[src/rtl/owrse_pkg.sv]
`timescale 1ns / 1ps
package owrse_pkg;

	localparam int unsigned ROM_LEN = 64;
	localparam int unsigned POS_W = 7;
	localparam int unsigned IDX_W = 6;
	localparam int unsigned FAMILY_W = 8;

	typedef enum logic [1:0] {
		OP_START = 2'd0,
		OP_PAIR  = 2'd1,
		OP_CLEAR = 2'd2,
		OP_NONE  = 2'd3
	} op_t;

	typedef enum logic [2:0] {
		ST_BIT         = 3'd0,
		ST_FOUND       = 3'd1,
		ST_ZERO_FAMILY = 3'd2,
		ST_ABORT       = 3'd3,
		ST_STARTED     = 3'd4,
		ST_NO_MORE     = 3'd5,
		ST_CLEARED     = 3'd6,
		ST_IGNORED     = 3'd7
	} status_t;

	localparam logic [POS_W-1:0] POS_FIRST = POS_W'(1);
	localparam logic [POS_W-1:0] POS_LAST  = POS_W'(ROM_LEN);

	typedef struct packed {
		logic [ROM_LEN-1:0] rom_bits;
		logic [POS_W-1:0]   last_discrepancy;
		logic               last_device_seen;
		logic [POS_W-1:0]   pass_zero_mark;
		logic [POS_W-1:0]   bit_counter;
		logic               pass_active;
	} search_state_t;

	typedef struct packed {
		logic               presence;
		logic               id_bit;
		logic               comp_bit;
		op_t                op;
	} item_t;

	typedef struct packed {
		status_t            status;
		logic               write_bit;
		logic [POS_W-1:0]   bit_index;
		logic [ROM_LEN-1:0] rom_code;
		logic               last_device;
	} result_t;

endpackage

[src/rtl/owrse_decide.sv]
`timescale 1ns / 1ps
module owrse_decide (
	input  owrse_pkg::search_state_t cur,
	input  owrse_pkg::item_t         item,
	output owrse_pkg::search_state_t nxt,
	output owrse_pkg::result_t       res
);
	import owrse_pkg::*;

	logic [POS_W-1:0] pos;
	logic [IDX_W-1:0] idx;
	logic             dir;
	logic [POS_W-1:0] zero_mark;
	logic [ROM_LEN-1:0] rom_new;

	assign pos = cur.bit_counter;
	assign idx = IDX_W'(pos - POS_FIRST);

	always_comb begin
		zero_mark = cur.pass_zero_mark;
		if (item.id_bit != item.comp_bit) begin
			dir = item.id_bit;
		end else begin
			if (pos < cur.last_discrepancy) begin
				dir = cur.rom_bits[idx];
			end else begin
				dir = (pos == cur.last_discrepancy);
			end
			if (!dir) begin
				zero_mark = pos;
			end
		end
		rom_new = cur.rom_bits;
		rom_new[idx] = dir;
	end

	always_comb begin
		nxt = cur;
		res = '0;
		res.status = ST_IGNORED;
		case (item.op)
			OP_START: begin
				if (cur.last_device_seen) begin
					res.status = ST_NO_MORE;
				end else if (!item.presence) begin
					nxt.last_discrepancy = '0;
					nxt.last_device_seen = 1'b0;
					nxt.pass_active = 1'b0;
					nxt.bit_counter = POS_FIRST;
					nxt.pass_zero_mark = '0;
					res.status = ST_CLEARED;
				end else begin
					nxt.pass_active = 1'b1;
					nxt.bit_counter = POS_FIRST;
					nxt.pass_zero_mark = '0;
					res.status = ST_STARTED;
				end
			end
			OP_CLEAR: begin
				nxt.last_discrepancy = '0;
				nxt.last_device_seen = 1'b0;
				nxt.pass_active = 1'b0;
				nxt.bit_counter = POS_FIRST;
				nxt.pass_zero_mark = '0;
				res.status = ST_CLEARED;
			end
			OP_PAIR: begin
				if (!cur.pass_active) begin
					res.status = ST_IGNORED;
				end else if (item.id_bit && item.comp_bit) begin
					// no device answered the slot
					nxt.last_discrepancy = '0;
					nxt.last_device_seen = 1'b0;
					nxt.pass_active = 1'b0;
					nxt.bit_counter = POS_FIRST;
					nxt.pass_zero_mark = '0;
					res.status = ST_ABORT;
				end else begin
					nxt.rom_bits = rom_new;
					nxt.pass_zero_mark = zero_mark;
					res.write_bit = dir;
					res.bit_index = pos;
					if (pos != POS_LAST) begin
						nxt.bit_counter = pos + POS_FIRST;
						res.status = ST_BIT;
					end else if (cur.rom_bits[FAMILY_W-1:0] == '0) begin
						// family byte zero: drop the whole search
						nxt.last_discrepancy = '0;
						nxt.last_device_seen = 1'b0;
						nxt.pass_active = 1'b0;
						nxt.bit_counter = POS_FIRST;
						nxt.pass_zero_mark = '0;
						res.status = ST_ZERO_FAMILY;
					end else begin
						nxt.pass_active = 1'b0;
						nxt.bit_counter = POS_FIRST;
						nxt.last_discrepancy = zero_mark;
						nxt.last_device_seen = (zero_mark == '0);
						res.status = ST_FOUND;
						res.rom_code = rom_new;
						res.last_device = (zero_mark == '0);
					end
				end
			end
			default: begin
				res.status = ST_IGNORED;
			end
		endcase
	end

endmodule

[src/rtl/one_wire_rom_search_engine.sv]
`timescale 1ns / 1ps
// 1-Wire Search ROM engine. Every input item (start with presence, id bit pair,
// or clear) yields exactly one result item. An item is decided in the cycle it
// is accepted and its result sits in the output register the next cycle, so
// the block takes one item per clock; the only limit is the output register,
// which accepts a new item whenever it is empty or being drained that cycle.
// For a bit pair the result carries the bit to write and its position 1..64;
// at bit 64 with a nonzero family byte it carries the found code and the last-device flag.
module one_wire_rom_search_engine (
	input  logic        clk,
	input  logic        arst_n,
	input  logic        s_axis_tvalid,
	output logic        s_axis_tready,
	input  logic [7:0]  s_axis_tdata,   // [0] presence, [1] id_bit, [2] comp_bit, zero pad
	input  logic [1:0]  s_axis_tuser,   // [1:0] op
	output logic        m_axis_tvalid,
	input  logic        m_axis_tready,
	output logic [79:0] m_axis_tdata,   // [0] write_bit, [7:1] bit_index, [71:8] rom_code,
	                                    // [72] last_device, zero pad
	output logic [2:0]  m_axis_tuser    // [2:0] status
);
	import owrse_pkg::*;

	search_state_t state_q;
	search_state_t state_next;
	item_t         item;
	result_t       res;
	result_t       res_q;
	logic          out_valid_q;
	logic          accept;

	assign item.presence   = s_axis_tdata[0];
	assign item.id_bit     = s_axis_tdata[1];
	assign item.comp_bit   = s_axis_tdata[2];
	assign item.op         = op_t'(s_axis_tuser);

	assign s_axis_tready = !out_valid_q || m_axis_tready;
	assign accept = s_axis_tvalid && s_axis_tready;

	owrse_decide u_decide (
		.cur  (state_q),
		.item (item),
		.nxt  (state_next),
		.res  (res)
	);

	always_ff @(posedge clk or negedge arst_n) begin
		if (!arst_n) begin
			state_q.rom_bits <= '0;
			state_q.last_discrepancy <= '0;
			state_q.last_device_seen <= 1'b0;
			state_q.pass_zero_mark <= '0;
			state_q.bit_counter <= POS_FIRST;
			state_q.pass_active <= 1'b0;
			out_valid_q <= 1'b0;
		end else begin
			if (accept) begin
				state_q <= state_next;
				out_valid_q <= 1'b1;
			end else if (m_axis_tready) begin
				out_valid_q <= 1'b0;
			end
		end
	end

	// hold the result until taken
	always_ff @(posedge clk) begin
		if (accept) begin
			res_q <= res;
		end
	end

	assign m_axis_tvalid = out_valid_q;
	assign m_axis_tuser  = res_q.status;
	assign m_axis_tdata  = {7'd0, res_q.last_device, res_q.rom_code, res_q.bit_index,
		res_q.write_bit};

endmodule

[config.mk]
export PLATFORM = sky130hd
export DESIGN_NAME = one_wire_rom_search_engine
export DESIGN_NICKNAME = d
export VERILOG_FILES = /design/src/rtl/owrse_pkg.sv /design/src/rtl/owrse_decide.sv /design/src/rtl/one_wire_rom_search_engine.sv
export SDC_FILE = /design/constraint.sdc
export NUM_CORES = 1
export LEC_CHECK = 0
export BUFFER_PORTS_ARGS = -buffer_cell sky130_fd_sc_hd__buf_2
export CORE_ASPECT_RATIO = 2
export CORE_MARGIN = 1.5
export CORE_UTILIZATION = 65
export DETAILED_ROUTE_END_ITERATION = 8
export PLACE_DENSITY = 0.87
export SYNTH_ARGS = -nofsm -noshare
export SYNTH_HDL_FRONTEND = slang
export SYNTH_HIERARCHICAL = 1
export SYNTH_SLANG_ARGS = --single-unit
[constraint.sdc]
create_clock -name clk -period 12.51 [get_ports clk]
set_input_delay 1.251 -clock clk [delete_from_list [all_inputs] [get_ports clk]]
set_output_delay 1.251 -clock clk [all_outputs]
set_load 0.005 [all_outputs]
==> impl_results.md, run 1 <==
* Status: finished clean
* I/O pins at 99
* Crit Path Class: register to register
* WL per Instance at 21.6 microns
* VDD IR-drop max at 109 uV
* Nets at 1047
* CP Max Fanout at 75
* Post-CTS setup repair buffer count at 0
* WP data required at 12.83 ns
* GP Congestion at 0.873
* Synth Flop Type: dfrtp_1
* Post-synth ARST share at 53.7%
* Final period util at 49.9%
* Maximum clock path buffer count at 2
* Via count at 8521
* Pin count of the biggest net entering global routing at 83
* Drt pass-1 iters at 7
* DRC at 0
* Hold Vio Cnt, Final at 0
* Clk_lat worst skew at 0.44 ns
* Clk sinks at 164
* CP Capture Type: register
* Drt total wl at 26.6 mm
* Most common library cell in the layout ignoring fill and taps: o21ai_0
* H-tree depth at 4
* Clk pin slew, worst setup/hold paths at 0.06 ns
* Initial DRC Count at 979
* Leak at 4.16 nW
* Adder-Cell Fraction of Synth Area at 1.28%
* Max Transition Viols Final at 0
* CP cell instances: inv_1, ha_1, nor2b_1, nand2_1, o221a_2, a311oi_1, a311o_1, o311ai_4, buf_4, mux2i_1, o21ai_1, mux2_2
* Post-CTS Resized at 0
* # setup viols final at 0
* Yosys reg bits at 164
* Post-synth cell types at 61
* Combinational family with the most area after synthesis: compound AO/OA/AOI/OAI gates
* XOR/XNOR share of the synthesized area at 0.434%
* CORE AREA at 14800 sq um
* Total gr overflow at 0
* Worst slack, placed at 6.55 ns
* Vias in the first global route at 7954
* Worst clock skew at 0.0158 ns
* Die Height at 177 microns
* Post-CTS Hold Fix Bufs at 0
* Dpl hpwl at 16.1 mm
* Die area at 15900 sq um
* Post-synthesis mux area share at 14.5%
* Post-synth design cell area at 9800 sq um
* HP Class: register to register
* Syn_area_per_cell at 9.71 sq um
* Layout area overhead at 9.19%
* CTS Buf Count at 17
* Die X at 89.8 microns
* Antenna-violating nets left at 0
* EDFF count, synth at 76
* Sequential area share after synthesis at 45.8%
* Site row count at 63
* Post-DR vias/cell at 6.92
* Worst path arrival time at 6.56 ns
* Hold Path Cell Cnt at 1
* RSZ-0062 raised after global routing: no
* Crit-path slowest cell: dfstp_2
* Slew headroom at 20.3%
* Fmax at 160 MHz
* IO buf count at 86
* Post-synthesis simple-gate area fraction at 12.9%
* Setup TNS at 0 ns
* Ant diodes at 0
* PnR worst setup slack at 6.27 ns
* Worst-Margin Slew at 1.20 ns
* Tmin final at 6.24 ns
* Antenna violations before repair at 0
* Complex-gate fraction of the synthesized area at 19.1%
* Critical path startpoint category: register
* Total GRT Usage at 33.8%
* Initial core utilization at 66.1%
* Layout cell share with drive strength beyond 1 at 23.4%
* Most frequent cells in the layout: 141 x o21ai_0, 89 x nor2_1, 87 x dfrtp_1, 85 x buf_2, 85 x nand3_1
* Ys Warns at 6
* P per Cell Area at 129 nW/um^2
* TritonCTS clock tree: built
* FF-to-FF path depth at 12
* Clock root cell: clkbuf_16
* Max-Cap Viols at 0
* Slowest stage delay, CP at 1.09 ns
* First-pass GRT wire length at 41.4 mm
* Syn Inst Count at 1009
## path summary, 6_finish.rpt
check	start	to	slack [ns]
max	state_q[1]	state_q[15]	6.27
min	state_q[19]	state_q[19]	0.51
max reg2reg	state_q[1]	state_q[15]	6.27
min reg2reg	state_q[19]	state_q[19]	0.51
max in group asynchronous	arst_n	state_q[77]	10.61
min in group asynchronous	arst_n	state_q[2]	0.73
## registers in the layout (all words and copies together) (netlist names)
name	count
m_axis_tuser	3
state_q	87
m_axis_tvalid	1
m_axis_tdata	73
## Yosys cell counts (3+ instances only)
library cell | number | share of area, %
and2_1 | 6 | 0.38
nor2b_1 | 5 | 0.32
mux2i_1 | 13 | 1.3
mux2_4 | 19 | 2.9
buf_6 | 7 | 0.80
mux2_2 | 69 | 7.9
o22ai_1 | 6 | 0.38
nand2b_1 | 4 | 0.26
nor2_1 | 89 | 3.4
nand3_1 | 86 | 4.4
nor3_1 | 7 | 0.36
o31ai_1 | 65 | 5.0
mux4_2 | 10 | 2.3
a21oi_1 | 73 | 3.7
nand2_1 | 52 | 2.0
or3_1 | 3 | 0.19
edfxtp_1 | 76 | 23
o21ai_1 | 8 | 0.41
buf_2 | 19 | 0.97
or4_1 | 3 | 0.23
inv_1 | 18 | 0.69
clkbuf_1 | 72 | 2.8
buf_4 | 9 | 0.69
a211oi_1 | 3 | 0.23
o21ai_0 | 141 | 7.2
dfrtp_1 | 87 | 22
ha_1 | 10 | 1.3
nor4_1 | 4 | 0.26
## logic make-up (layout without fill, tap and decap cells)
group	count (synthesis)	in the layout
other cells	1	7
flops	164	164
simple gates	272	272
mux	111	111
buf+inv	127	148
compound gates	320	320
xor+xnor	4	4
fa+ha+maj	10	10
## area by class of cell
type,count,area (sq um)
clock inverter,9,62.6
fill,1085,4120
multi-input combinational,724,4770
sequential,164,4490
inverter,18,67.6
tap,195,244
clock buffer,23,543
timing repair buffer,98,523
## power breakdown
group	total (mW)	leakage [nW]	internal [mW]	switching [mW]
registers	0.601	1.98	0.582	0.0184
clock network	0.524	0.296	0.307	0.217
logic	0.259	1.89	0.0721	0.187
## stage by stage
step                util [%]  hold slack, ns  total power [mW]  instances  cell area [sq um]
finish                  72.2           0.509              1.38       1231              10700
global route            72.2           0.528              1.43       1231              10700
CTS                     72.2           0.507              1.38       1231              10700
detailed placement      68.1           0.493             0.858       1199              10100
global placement        68.1           0.487             0.851       1199              10100
floorplan                  -           0.479             0.792       1015               9820
## layer usage
layer	up-vias	global-route usage, %	wire length, microns
li1	3728	-	-
met4	0	27.1	2210
met3	165	7.56	2190
met1	4065	38.0	8980
met5	-	0	0
met2	563	55.3	13200
## worst max-delay path: cells and delay by family (launching register included)
kind            cells  cell delay (ns)
fa+ha+maj           1             0.94
mux                 2             0.90
simple gates        2             0.86
compound gates      5             1.12
flops               1             1.09
buf+inv             2             1.15
(Power assumes the default switching activity.)
==> inputs of run 2 (changes only) <==
CORE_UTILIZATION = 54   (was 65)
PLACE_DENSITY = 0.77   (was 0.87)
clock period = 5.58 ns   (was 12.51 ns; I/O delays follow)
==> run 2 against run 1 <==
Effect of this change:
- total power rose by 120%
- via count fell by 3.4%
- critical path type unchanged
- combinational power rose by 140%
- utilization fell by 11 points
- critical endpoint is now state_q[44]
- critical path depth rose by 1
- worst hold slack got worse by 0.15 ns
- clock power rose by 120%
- sequential cell count did not move
==> impl_results.md, run 2 (synthesis results as in run 1) <==
* Status: finished clean (unchanged)
* FF-to-FF path depth at 13 (was 12)
* Die X at 98.3 microns (was 89.8 microns)
* HP Class: primary input to register (was register to register)
* Drt total wl at 26.3 mm (was 26.6 mm)
* Worst slack, placed at 1.47 ns (was 6.55 ns)
* H-tree depth at 4 (unchanged)
* Leak at 4.23 nW (was 4.16 nW)
* I/O pins at 99 (unchanged)
* Post-CTS Hold Fix Bufs at 1 (was 0)
* Max-Cap Viols at 0 (unchanged)
* Die area at 19000 sq um (was 15900 sq um)
* Ant diodes at 0 (unchanged)
* Clk pin slew, worst setup/hold paths at 0.07 ns (was 0.06 ns)
* WP data required at 5.89 ns (was 12.83 ns)
* Via count at 8232 (was 8521)
* Worst-Margin Slew at 1.23 ns (was 1.20 ns)
* Fmax at 237 MHz (was 160 MHz)
* Largest register by flop count: state_q (unchanged)
* Design Area, Final at 10900 sq um (was 10700 sq um)
* DRC at 0 (unchanged)
* Overall power at 3.11 mW (was 1.38 mW)
* Hold Vio Cnt, Final at 0 (unchanged)
* Pin count of the biggest net entering global routing at 77 (was 83)
* Slew headroom at 17.9% (was 20.3%)
* Site row count at 69 (was 63)
* WL per Instance at 20.8 microns (was 21.6 microns)
* Most common library cell in the layout ignoring fill and taps: o21ai_0 (unchanged)
* Most frequent cells in the layout: 141 x o21ai_0, 89 x nor2_1, 87 x dfrtp_1, 86 x buf_2, 85 x nand3_1 (was 141 x o21ai_0, 89 x nor2_1, 87 x dfrtp_1, 85 x buf_2, 85 x nand3_1)
* Max FFs per register at 87 (unchanged)
* Flop-to-flop setup slack at 1.37 ns (was 6.27 ns)
* Initial DRC Count at 870 (was 979)
* Nets at 1064 (was 1047)
* Hold Path Cell Cnt at 2 (was 1)
* CP Capture Type: register (unchanged)
* Final period util at 75.5% (was 49.9%)
* Clk_lat worst skew at 0.43 ns (was 0.44 ns)
* Vias in the first global route at 7997 (was 7954)
* VDD IR-drop max at 221 uV (was 109 uV)
* P per Cell Area at 287 nW/um^2 (was 129 nW/um^2)
* Min Hold Slack at 0.364 ns (was 0.509 ns)
* Antenna-violating nets left at 0 (unchanged)
* PnR worst setup slack at 1.37 ns (was 6.27 ns)
* Tmin final at 4.21 ns (was 6.24 ns)
* TritonCTS clock tree: built (unchanged)
* # setup viols final at 0 (unchanged)
* Setup TNS at 0 ns (unchanged)
* Post-DR vias/cell at 6.50 (was 6.92)
* First-pass GRT wire length at 41.5 mm (was 41.4 mm)
* Clk sinks at 164 (unchanged)
* Post-CTS Resized at 0 (unchanged)
* Post-CTS setup repair buffer count at 0 (unchanged)
* GP Congestion at 0.902 (was 0.873)
* CP Max Fanout at 39 (was 75)
* CTS Buf Count at 17 (unchanged)
* Total GRT Usage at 27.9% (was 33.8%)
* Dpl hpwl at 16.9 mm (was 16.1 mm)
* Layout area overhead at 10.8% (was 9.19%)
* IO buf count at 86 (unchanged)
* Antenna violations before repair at 0 (unchanged)
* Total gr overflow at 0 (unchanged)
* Maximum clock path buffer count at 2 (unchanged)
* CORE AREA at 17800 sq um (was 14800 sq um)
* Die Height at 194 microns (was 177 microns)
* Max Transition Viols Final at 0 (unchanged)
* Critical path startpoint category: register (unchanged)
* Drt pass-1 iters at 7 (unchanged)
* RSZ-0062 raised after global routing: no (unchanged)
* Initial core utilization at 55.1% (was 66.1%)
* Worst clock skew at 0.00955 ns (was 0.0158 ns)
* Clock root cell: clkbuf_16 (unchanged)
* Worst path arrival time at 4.52 ns (was 6.56 ns)
* Placed Area at 10300 sq um (was 10100 sq um)
* Crit Path Class: register to register (unchanged)
* Layout cell share with drive strength beyond 1 at 24.5% (was 23.4%)
## run 2: final timing paths
kind	to	start
worst max register to register	state_q[44]	state_q[2]
min in group asynchronous	state_q[86]	arst_n
worst max-delay path	state_q[44]	state_q[2]
worst min-delay path	m_axis_tvalid	s_axis_tvalid
worst min register to register	state_q[20]	state_q[20]
max in group asynchronous	state_q[44]	arst_n
## run 2: metal layers
metal	up-vias	GRT usage (%)	wire [microns]
met3	101	3.90	1450
met2	382	49.2	14100
met5	-	0	0
met4	0	18.7	1500
li1	3757	-	-
met1	3992	30.7	9250
## run 2: cell type report
type	instances	area (sq um)
clock buffers	18	429
flip-flops and latches	164	4490
fillers	1512	6930
repair buffers	115	676
inverters	18	67.6
well taps	213	267
multi-input cells	724	4770
clock inverters	14	154
## run 2: power by group
part / switching, mW / leakage (nW) / internal (mW)
Sequential: 0.0262 / 1.98 / 1.30
Clock: 0.500 / 0.277 / 0.664
Combinational: 0.435 / 1.97 / 0.182
## run 2: metrics by stage
| step | utilization [%] | std cells |
|---|---|---|
| final | 61.0 | 1266 |
| after global routing | 61.0 | 1266 |
| after CTS | 61.0 | 1265 |
| after detailed placement | 57.7 | 1232 |
| after global placement | 57.7 | 1232 |
| after floorplan | - | 1015 |
## run 2: worst max-delay path, cell delays in order (launching register included)
cell      delay (ns)
dfrtp_1         0.65
inv_1           0.12
ha_1            0.75
mux4_2          0.39
and2_1          0.17
o221a_2         0.26
a311oi_1        0.20
a311o_1         0.23
o311ai_4        0.13
buf_12          0.21
nand2_2         0.08
buf_4           0.40
o31ai_1         0.15
mux2_2          0.30
==> inputs of run 3 (changes only) <==
ABC_AREA = 1   (was default)
clock period = 3.7 ns   (was 5.58 ns; I/O delays follow)
==> run 3 against run 2 <==
Effect of this change:
- first-iteration DRC count is 10% lower
- largest power group unchanged
- combinational power rose to 3.7 times the previous value
- sequential share of layout area is 1.8 points lower
==> impl_results.md, run 3 <==
* Status: finished clean (unchanged)
* Clock root cell: clkbuf_16 (unchanged)
* Post-CTS setup repair buffer count at 0 (unchanged)
* Site row count at 70 (was 69)
* Yosys reg bits at 164 (unchanged)
* GP Congestion at 0.941 (was 0.902)
* Post-layout util at 61.9% (was 61.0%)
* CP cell instances: inv_1, ha_1, or2_1, nand2_1, clkinv_1, nand2_1, nand3_1, nand3_1, nand3_1, nand3_2, nand2_4, nand2_4, nand2_2, buf_12, o21ai_1, o21ai_1, inv_1, nand3_1, nand2_1 (was inv_1, ha_1, mux4_2, and2_1, o221a_2, a311oi_1, a311o_1, o311ai_4, buf_12, nand2_2, buf_4, o31ai_1, mux2_2)
* CORE AREA at 18300 sq um (was 17800 sq um)
* Ant diodes at 0 (unchanged)
* Pin count of the biggest net entering global routing at 108 (was 77)
* First-pass GRT wire length at 43.7 mm (was 41.5 mm)
* Layout area overhead at 11.7% (was 10.8%)
* Maximum clock path buffer count at 2 (unchanged)
* Syn Inst Count at 1378 (was 1009)
* Critical path startpoint category: register (unchanged)
* P per Cell Area at 574 nW/um^2 (was 287 nW/um^2)
* Synth Flop Type: dfrtp_1 (unchanged)
* Via count at 9464 (was 8232)
* IO buf count at 86 (unchanged)
* CTS Buf Count at 17 (unchanged)
* Max FFs per register at 87 (unchanged)
* CP Max Fanout at 65 (was 39)
* WP data required at 4.07 ns (was 5.89 ns)
* Largest delay share family, worst path: simple AND/OR/NAND/NOR gates (was compound AO/OA/AOI/OAI gates)
* Die X at 99.9 microns (was 98.3 microns)
* RSZ-0062 raised after global routing: no (unchanged)
* Ys Warns at 6 (unchanged)
* Final period util at 91.0% (was 75.5%)
* Slew headroom at 25.9% (was 17.9%)
* Worst clock skew at 0.0125 ns (was 0.00955 ns)
* Clk_lat worst skew at 0.44 ns (was 0.43 ns)
* Die area at 19700 sq um (was 19000 sq um)
* Min Hold Slack at 0.0722 ns (was 0.364 ns)
* Layout cell share with drive strength beyond 1 at 13.4% (was 24.5%)
* Commonest cells post-synth: 521 x nand2_1, 144 x inv_1, 125 x nand3_1, 87 x dfrtp_1, 76 x edfxtp_1 (was 141 x o21ai_0, 89 x nor2_1, 87 x dfrtp_1, 86 x nand3_1, 76 x edfxtp_1)
* Largest register by flop count: state_q (unchanged)
* Post-synth design cell area at 10100 sq um (was 9800 sq um)
* H-tree depth at 4 (unchanged)
* Worst path most repeated cell: nand3_1
* EDFF count, synth at 76 (unchanged)
* Ranking of synthesized cells by area: edfxtp_1 22%, dfrtp_1 21%, nand2_1 19% (was edfxtp_1 23%, dfrtp_1 22%, mux2_2 7.9%)
* WL per Instance at 16.3 microns (was 20.8 microns)
* Clk pin slew, worst setup/hold paths at 0.06 ns (was 0.07 ns)
* Max-Cap Viols at 0 (unchanged)
* Nets at 1470 (was 1064)
* Most common library cell in the layout ignoring fill and taps: nand2_1 (was o21ai_0)
* HP Class: primary input to async pin (was primary input to register)
* Post-CTS Hold Fix Bufs at 0 (was 1)
* # setup viols final at 0 (unchanged)
* Crit Path Class: register to register (unchanged)
* CP Capture Type: register (unchanged)
* Yosys top cell by area: edfxtp_1 (unchanged)
* Hold Vio Cnt, Final at 0 (unchanged)
* DRC at 0 (unchanged)
* Clk sinks at 164 (unchanged)
* Drt pass-1 iters at 5 (was 7)
* Tmin final at 3.37 ns (was 4.21 ns)
* Antenna-violating nets left at 0 (unchanged)
* Count leader, synth: nand2_1 (was o21ai_0)
* Worst path arrival time at 3.74 ns (was 4.52 ns)
* Max Transition Viols Final at 0 (unchanged)
* Sequential area share after synthesis at 44.2% (was 45.8%)
* Initial core utilization at 55.4% (was 55.1%)
* Fmax at 297 MHz (was 237 MHz)
* VDD IR-drop max at 350 uV (was 221 uV)
* Syn_area_per_cell at 7.36 sq um (was 9.71 sq um)
* Total gr overflow at 0 (unchanged)
* Die Height at 197 microns (was 194 microns)
* Post-synth ARST share at 53.7% (unchanged)
* Post-synth cell types at 40 (was 61)
* Crit-path slowest cell: dfrtp_1 (was ha_1)
* Drt total wl at 27.3 mm (was 26.3 mm)
* I/O pins at 99 (unchanged)
* Leak at 5.87 nW (was 4.23 nW)
* Most frequent cells in the layout: 520 x nand2_1, 143 x inv_1, 125 x nand3_1, 87 x dfrtp_1, 85 x buf_2 (was 141 x o21ai_0, 89 x nor2_1, 87 x dfrtp_1, 86 x buf_2, 85 x nand3_1)
* Post-CTS Resized at 0 (unchanged)
* Overall power at 6.51 mW (was 3.11 mW)
* CP bufs+invs at 4 (was 3)
* TritonCTS clock tree: built (unchanged)
* Total GRT Usage at 28.5% (was 27.9%)
* Antenna violations before repair at 0 (unchanged)
* Post-DR vias/cell at 5.65 (was 6.50)
* Setup TNS at 0 ns (unchanged)
* Filler cell count at 1588 (was 1512)
* Initial DRC Count at 780 (was 870)
* Post-synth top area share at 22.5% (was 23.3%)
* Vias in the first global route at 9046 (was 7997)
* Slowest stage delay, CP at 0.42 ns (was 0.75 ns)
* Worst-Margin Slew at 1.11 ns (was 1.23 ns)
* Dpl hpwl at 17.3 mm (was 16.9 mm)
==> run 3: kinds of logic (layout without fill, tap and decap cells) <==
family	after synthesis	count (layout)	synth area share [%]
AND/OR/NAND/NOR	786	786	33.0
buffers and inverters	230	305	9.93
AO/OA/AOI/OAI	180	180	10.6
flip-flops	164	164	44.2
adder cells (fa/ha/maj)	10	10	1.23
XOR/XNOR	7	7	1.01
other	1	7	0.0370
==> run 3: cell type report <==
cell class | count | area [sq um] | area share (%)
timing repair buffer | 119 | 718 | 6.34
multi-input combinational | 990 | 4680 | 41.3
clock buffer | 23 | 478 | 4.22
tap | 216 | 270 | 2.38
inverter | 154 | 579 | 5.11
sequential | 164 | 4490 | 39.6
clock inverter | 9 | 126 | 1.11
==> run 3: final timing paths <==
check / from / to / slack [ns] / depth (start not counted)
worst min register to register: state_q[9] / state_q[9] / 0.47 / 2
max in group asynchronous: arst_n / state_q[65] / 2.84 / 2
worst max-delay path: state_q[2] / state_q[77] / 0.33 / 19
min in group clk: s_axis_tdata[0] / m_axis_tuser[1] / 0.36 / 4
worst min-delay path: arst_n / state_q[23] / 0.07 / 1
worst max register to register: state_q[2] / state_q[77] / 0.33 / 19
==> run 3: power by group <==
| part | leakage, nW | internal [mW] | switching [mW] | total (mW) |
|---|---|---|---|---|
| sequential | 1.92 | 2.19 | 0.215 | 2.41 |
| combinational | 3.67 | 0.774 | 1.50 | 2.27 |
| clock | 0.287 | 1.11 | 0.721 | 1.83 |
| total | 5.87 | 4.08 | 2.43 | 6.51 |
==> run 3: stage by stage <==
| step | worst slack [ns] | cells | instance area (sq um) |
|---|---|---|---|
| 2_1_floorplan | 0.533 | 1384 | 10200 |
| 3_3_place_gp | 0.486 | 1643 | 10700 |
| 3_5_place_dp | 0.397 | 1643 | 10700 |
| 4_1_cts | 0.370 | 1675 | 11300 |
| 5_1_grt | 0.0395 | 1675 | 11300 |
| 6_report | 0.333 | 1675 | 11300 |
==> run 3: per-layer routing <==
layer	GRT usage (%)	routed length (microns)
met5	0	0
met4	19.5	1570
met3	4.72	1700
met2	50.0	14200
met1	30.7	9860
==> run 3: worst reg2reg max path, delay by kind of cell (launching register included) <==
| kind | cells | cell delay (ns) |
|---|---|---|
| DFF | 1 | 0.42 |
| and+or+nand+nor | 12 | 1.44 |
| adders and majority gates | 1 | 0.24 |
| AOI/OAI and AO/OA | 2 | 0.41 |
| buffers and inverters | 4 | 0.77 |
